**src/sv/spq_pkg.sv**
```systemverilog
// Shared types and constants for the sorted priority queue.
`default_nettype none
package spq_pkg;

  localparam int QUEUE_DEPTH_DEF = 16;
  localparam int DATA_W          = 32;
  localparam int OCC_W           = 5;

  // Opcodes of an input word
  localparam logic OP_INSERT = 1'b0;
  localparam logic OP_REMOVE = 1'b1;

  typedef enum logic [1:0] {
    ST_INSERTED  = 2'd0,
    ST_REMOVED   = 2'd1,
    ST_UNDERFLOW = 2'd2,
    ST_OVERFLOW  = 2'd3
  } status_t;

  typedef struct packed {
    logic signed [DATA_W-1:0] value;
    logic signed [DATA_W-1:0] prio;
  } entry_t;

  // Broadcast to every cell in the row
  typedef struct packed {
    logic   ins;
    logic   rem;
    entry_t new_entry;
  } cell_ctl_t;

endpackage
`default_nettype wire

```
**src/sv/spq_cell.sv**
```systemverilog
// One slot of the sorted row: holds an entry and shifts with its neighbors.
`default_nettype none
module spq_cell (
  input  wire logic               clk,
  input  wire spq_pkg::cell_ctl_t ctl,
  input  wire logic               occupied,
  input  wire logic               left_after,
  input  wire spq_pkg::entry_t    left_entry,
  input  wire spq_pkg::entry_t    right_entry,
  output spq_pkg::entry_t         entry,
  output logic                    after
);

  spq_pkg::entry_t entry_r;
  spq_pkg::entry_t entry_nxt;

  // New word sorts behind this slot (ties keep arrival order)
  assign after = occupied && (entry_r.prio <= ctl.new_entry.prio);
  assign entry = entry_r;

  always_comb begin
    entry_nxt = entry_r;
    if (ctl.ins) begin
      if (after) begin
        entry_nxt = entry_r;
      end else if (left_after) begin
        entry_nxt = ctl.new_entry;
      end else begin
        entry_nxt = left_entry;
      end
    end else if (ctl.rem) begin
      entry_nxt = right_entry;
    end
  end

  always_ff @(posedge clk) begin
    entry_r <= entry_nxt;
  end

endmodule
`default_nettype wire

```
**src/sv/sorted_priority_queue_unit.sv**
```systemverilog
// Top level: bounded sorted priority queue built as a row of shifting cells.
// Latency: one result word per accepted word, strobed on out_valid in the cycle after accept.
// Throughput: one word per cycle; every cell compares and shifts in the same edge.
// busy is held low, so start is taken in any cycle; the receiver cannot stall.
// Reset (rst_n low, synchronous) empties the queue and clears the strobe;
// slot contents are left as they are and are never read until rewritten.
`default_nettype none
module sorted_priority_queue_unit #(
  parameter int QUEUE_DEPTH = spq_pkg::QUEUE_DEPTH_DEF
) (
  input  wire logic                              clk,
  input  wire logic                              rst_n,
  input  wire logic                              start,
  output logic                                   busy,
  input  wire logic                              in_opcode,
  input  wire logic signed [spq_pkg::DATA_W-1:0] in_item_value,
  input  wire logic signed [spq_pkg::DATA_W-1:0] in_item_priority,
  output logic                                   out_valid,
  output logic [1:0]                             out_status,
  output logic signed [spq_pkg::DATA_W-1:0]      out_out_value,
  output logic signed [spq_pkg::DATA_W-1:0]      out_out_priority,
  output logic [spq_pkg::OCC_W-1:0]              out_occupancy
);

  localparam int CNT_W = $clog2(QUEUE_DEPTH + 1);

  // Entry count
  logic [CNT_W-1:0] count_r;
  logic [CNT_W-1:0] count_nxt;
  logic             full;
  logic             empty;
  logic             accept;
  logic             do_ins;
  logic             do_rem;

  // Result registers
  logic                              valid_r;
  spq_pkg::status_t                  status_r;
  spq_pkg::status_t                  status_nxt;
  logic signed [spq_pkg::DATA_W-1:0] value_r;
  logic signed [spq_pkg::DATA_W-1:0] prio_r;
  logic [spq_pkg::OCC_W-1:0]         occ_r;

  // Cell row
  spq_pkg::cell_ctl_t    ctl;
  spq_pkg::entry_t       cell_entry [QUEUE_DEPTH];
  logic [QUEUE_DEPTH-1:0] after_w;
  logic [QUEUE_DEPTH-1:0] occ_w;

  // Every cell updates at the edge that takes the word, so a word is never held off.
  assign busy   = 1'b0;
  assign accept = start && !busy;
  assign full   = (count_r == CNT_W'(QUEUE_DEPTH));
  assign empty  = (count_r == '0);
  assign do_ins = accept && (in_opcode == spq_pkg::OP_INSERT) && !full;
  assign do_rem = accept && (in_opcode == spq_pkg::OP_REMOVE) && !empty;

  assign ctl.ins             = do_ins;
  assign ctl.rem             = do_rem;
  assign ctl.new_entry.value = in_item_value;
  assign ctl.new_entry.prio  = in_item_priority;

  // Cell i holds a live entry when it sits below the count; entries stay
  // packed at the front in ascending priority, so the "after" flags form a
  // prefix and the first cell without it takes the new word.
  for (genvar i = 0; i < QUEUE_DEPTH; i++) begin : g_cell
    spq_pkg::entry_t left_e;
    spq_pkg::entry_t right_e;
    logic            left_a;

    assign occ_w[i] = (count_r > CNT_W'(i));

    if (i == 0) begin : g_head
      assign left_e = ctl.new_entry;
      assign left_a = 1'b1;
    end else begin : g_mid
      assign left_e = cell_entry[i-1];
      assign left_a = after_w[i-1];
    end

    if (i == QUEUE_DEPTH - 1) begin : g_tail
      assign right_e = '0;
    end else begin : g_body
      assign right_e = cell_entry[i+1];
    end

    spq_cell u_cell (
      .clk         (clk),
      .ctl         (ctl),
      .occupied    (occ_w[i]),
      .left_after  (left_a),
      .left_entry  (left_e),
      .right_entry (right_e),
      .entry       (cell_entry[i]),
      .after       (after_w[i])
    );
  end

  always_comb begin
    count_nxt = count_r;
    if (do_ins) begin
      count_nxt = count_r + 1'b1;
    end else if (do_rem) begin
      count_nxt = count_r - 1'b1;
    end
  end

  always_comb begin
    if (in_opcode == spq_pkg::OP_INSERT) begin
      status_nxt = full ? spq_pkg::ST_OVERFLOW : spq_pkg::ST_INSERTED;
    end else begin
      status_nxt = empty ? spq_pkg::ST_UNDERFLOW : spq_pkg::ST_REMOVED;
    end
  end

  always_ff @(posedge clk) begin
    if (!rst_n) begin
      count_r <= '0;
      valid_r <= 1'b0;
    end else begin
      count_r <= count_nxt;
      valid_r <= accept;
    end
  end

  // Payload of the result word; no reset needed
  always_ff @(posedge clk) begin
    if (accept) begin
      status_r <= status_nxt;
      value_r  <= do_rem ? cell_entry[0].value : '0;
      prio_r   <= do_rem ? cell_entry[0].prio : '0;
      occ_r    <= spq_pkg::OCC_W'(count_nxt);
    end
  end

  assign out_valid        = valid_r;
  assign out_status       = status_r;
  assign out_out_value    = value_r;
  assign out_out_priority = prio_r;
  assign out_occupancy    = occ_r;

  // Insert position flags must form a prefix of the row
  a_after_prefix: assert property (@(posedge clk) disable iff (!rst_n)
    ((after_w + 1'b1) & after_w) == '0)
    else $error("insert position flags not contiguous");

  a_count_bound: assert property (@(posedge clk) disable iff (!rst_n)
    count_r <= CNT_W'(QUEUE_DEPTH))
    else $error("entry count beyond depth");

  a_head_sorted: assert property (@(posedge clk) disable iff (!rst_n)
    occ_w[1] |-> (cell_entry[0].prio <= cell_entry[1].prio))
    else $error("front entries out of order");

  a_rem_count: assert property (@(posedge clk) disable iff (!rst_n)
    do_rem |=> (count_r == $past(count_r) - 1'b1))
    else $error("remove did not drop the count");

  a_result_strobe: assert property (@(posedge clk) disable iff (!rst_n)
    accept |=> out_valid)
    else $error("accepted word produced no result");

endmodule
`default_nettype wire

```
**config.mk**
```make
export PLATFORM = sky130hd
export DESIGN_NAME = sorted_priority_queue_unit
export DESIGN_NICKNAME = d
export VERILOG_FILES = /design/src/sv/spq_pkg.sv /design/src/sv/spq_cell.sv /design/src/sv/sorted_priority_queue_unit.sv
export SDC_FILE = /design/constraint.sdc
export NUM_CORES = 2
export LEC_CHECK = 0
export ABC_AREA = 1
export BUFFER_PORTS_ARGS = -buffer_cell sky130_fd_sc_hd__buf_2
export CAP_MARGIN = 0
export CORE_ASPECT_RATIO = 0.9
export CORE_MARGIN = 8
export CORE_UTILIZATION = 30
export DETAILED_ROUTE_END_ITERATION = 8
export GPL_TIMING_DRIVEN = 0
export PLACE_DENSITY = 0.44
export SLEW_MARGIN = 10
export SYNTH_ARGS = -nofsm -noshare
export SYNTH_HDL_FRONTEND = slang
export SYNTH_SLANG_ARGS = --single-unit
```
**constraint.sdc**
```tcl
create_clock -name clk -period 20.3 [get_ports clk]
set_input_delay 4.06 -clock clk [delete_from_list [all_inputs] [get_ports clk]]
set_output_delay 4.06 -clock clk [all_outputs]
set_load 0.01 [all_outputs]
```
==> impl_metrics.ini <==
[outcome]
outcome = finished, final reports clean

[die]
initial_core_util_pct = 30.1
dieArea_mm2 = 0.252
pin_count = 141
num_rows = 169
dieHeight_um = 477
die_x_um = 528
core-area_mm2 = 0.235

[placement]
pre_cts_ws_ps = 10830
dpl.hpwl_mm = 211
gp_congestion = 0.860
io_buffers = 139

[worst_hold_path]
holdCritPathClass = flip-flop to flip-flop
min_path_cells = 2

[power_and_ir_drop]
pwr-share-comb_pct = 25.2
power_per_cell_area_mw_per_mm2 = 94.5
seqPwrFrac_pct = 41.4
ir_drop_v = 0.0000545
power_w = 0.00764
p_clk_share_pct = 33.4
netSwitchingPower_w = 0.00265
leakagePower_nw = 44.4
sw_frac_of_total_pct = 34.6
intPower_w = 0.00500

[final_layout]
synthToLayoutAreaGrowth_pct = 14.1
final_nets = 10200
mostFrequentLayoutCell = nand2_1
utilization_pct = 34.4
nFillCells = 25100
drive_gt1_share_pct = 8.38
layout_common_cells = 5,088 x nand2_1, 1,127 x inv_1, 1,095 x edfxtp_1

[grt]
groute.layer.met3.usage_pct = 3.20
grt_util_all_layers_pct = 20.9
grt_pass1_wl_mm = 397
grtUsageMet1_pct = 29.6
antenna_found_initial = 20
overflow = 0
use_met2_pct = 32.6
grt_max_degree = 48
grt_pass1_vias = 59600
top_usage_layer = met2

[logic_synthesis]
syn_area_per_cell_um2 = 7.61
synth.distinct_cells = 44
synthCells = 9322
synth_edf_count = 1095
synth_nets = 9907
synth_xor_area_share_pct = 0.0371
yosys.area.top_type = edfxtp_1
ys.flop_type = edfxtp_1
synth_simple_gate_area_share_pct = 31.1
muxShareOfSynthArea_pct = 0
ys_seq_area_share_pct = 46.5
ys_warn_count = 0
synth_fa_ha_area_share_pct = 9.12
netlist_top_cells_area = edfxtp_1 46%, nand2_1 27%, ha_1 9.1%
synth-compound-area-share_pct = 3.51
synth_top_family_by_area = simple AND/OR/NAND/NOR gates
synth_area_mm2 = 0.0709
synth_seq_cells = 1101
async_flop_share_pct = 0
synth_top_area_share_pct = 46.4

[routing]
drt-vias-per-instance = 4.68
firstDrtPassIters = 7
drt-initial-drc-count = 4620
drt_wl_total_mm = 272
ant_nets = 0
drc_errors = 0
avgRoutedWirePerCell_um = 21.0
vias = 60400

[setup_path]
startpoint_type = input port
path_class = input port to flip-flop
ff2ff_path_depth = 15
cp.arrival_ps = 9020
endpoint_kind = flip-flop
crit_fanout = 33
critPathRequiredTime_ps = 20790

[sta]
setup_viol = 0
fin_crit_sh_pct = 42.0
relSlewSlack_pct = 9.38
timing.setup.tns_ps = 0
hold_viol = 0
fin_crit_ps = 8520
fmax_mhz = 117
setup_slack_ps = 11780
worst_slew_pin_slew_ps = 1360
rsz0062_at_grt = false
drv_slew = 0
finClkSkew_ps = 35.2

[cts]
post-cts-setup-buffers = 0
clk_path_buf_depth = 3
numCtsBuffers = 145
tritoncts = built
cts.htree.levels = 4
cts_sinks = 1101
clock_latency_ps = 810
clock-root-buffer = clkbuf_16
cts_resized = 0
cts-hold-fix-buffers = 0
clkTransAtPathRegs_ps = 60

[run]
maxCapViolations = 0
[routing by layer]
layer	part of all wire (%)	wire (µm)	vias up
li1	-	-	29700
met1	47	129000	28900
met2	43	118000	1512
met3	5.5	15000	311
met4	3.7	9920	12
met5	0.028	75	-
[logic make-up (layout without fill, tap and decap cells)]
logic type | Yosys count | after routing
xor+xnor | 3 | 3
fa+ha+maj | 517 | 517
flops | 1101 | 1101
compound gates | 466 | 466
other cells | 1 | 14
simple gates | 5685 | 5685
buf+inv | 1549 | 1968
[worst paths after layout]
kind / start / end / slack, ps
max: in_item_priority[31] / g_cell[1].u_cell.entry[19] / 11780
min: g_cell[15].u_cell.entry[36] / g_cell[14].u_cell.entry[36] / 510
max reg2reg: g_cell[1].u_cell.entry[31] / g_cell[1].u_cell.entry[19] / 15350
min reg2reg: g_cell[15].u_cell.entry[36] / g_cell[14].u_cell.entry[36] / 510
[flip-flops by register name, summed over array words and instances, names as in the netlist]
register / cells
count_r: 5
g_cell.u_cell.entry: 1024
out_occupancy: 5
out_out_priority: 32
out_out_value: 32
out_status: 2
out_valid: 1
[stage by stage]
stage                     cell area, µm²  hold WS, ps  std cells
after floorplan                    70900          494       9322
after global placement             75600          501      12600
after detailed placement           76300          504      12600
after CTS                          80900          495      12900
after global routing               80900          510      12900
final                              80900          514      12900
[power groups by stage]
stage / combinational, W / sequential, W / clock (W)
5_1_grt: 0.00218 / 0.00320 / 0.00270
4_1_cts: 0.00194 / 0.00316 / 0.00262
3_5_place_dp: 0.00193 / 0.00321 / 0
3_3_place_gp: 0.00185 / 0.00324 / 0
2_1_floorplan: 0.00121 / 0.00316 / 0
6_report: 0.00193 / 0.00316 / 0.00255
[synthesized netlist by cell type (all sizes together), types with 3 or more instances]
cell type and instances:
o21a 33, a21oi 290, ha 517, clkbuf 107
edfxtp 1095, inv 1130, o21bai 6, dfxtp 6
nor2 271, and2 3, nor4 5, nand2 5219
xor2 3, o21ai 112, a21o 18, nand4 43
nor3 10, buf 312, nand3 128
[final cells by class]
class	count	area, µm²	share of cell area [%]
clock inverters	81	752	0.930
inverters	1130	4240	5.24
diodes	13	32.5	0.0402
repair buffers	162	1290	1.60
plain buffers	419	2640	3.27
clock buffers	176	3810	4.71
flip-flops and latches	1101	33000	40.8
multi-input cells	6672	31200	38.5
well taps	3163	3960	4.89
[critical path, stage by stage]
cell	delay (ps)
buf_2	100
inv_1	660
ha_1	680
nand2_1	150
nor2_1	240
nand2_1	220
nor3_2	630
nand2_1	180
nand2_1	90
nand2_1	60
nand3_1	70
nand2_1	70
nand2_1	130
buf_4	490
buf_6	240
nand2_4	390
buf_16	370
No activity file was read; power rests on OpenSTA's default activity.
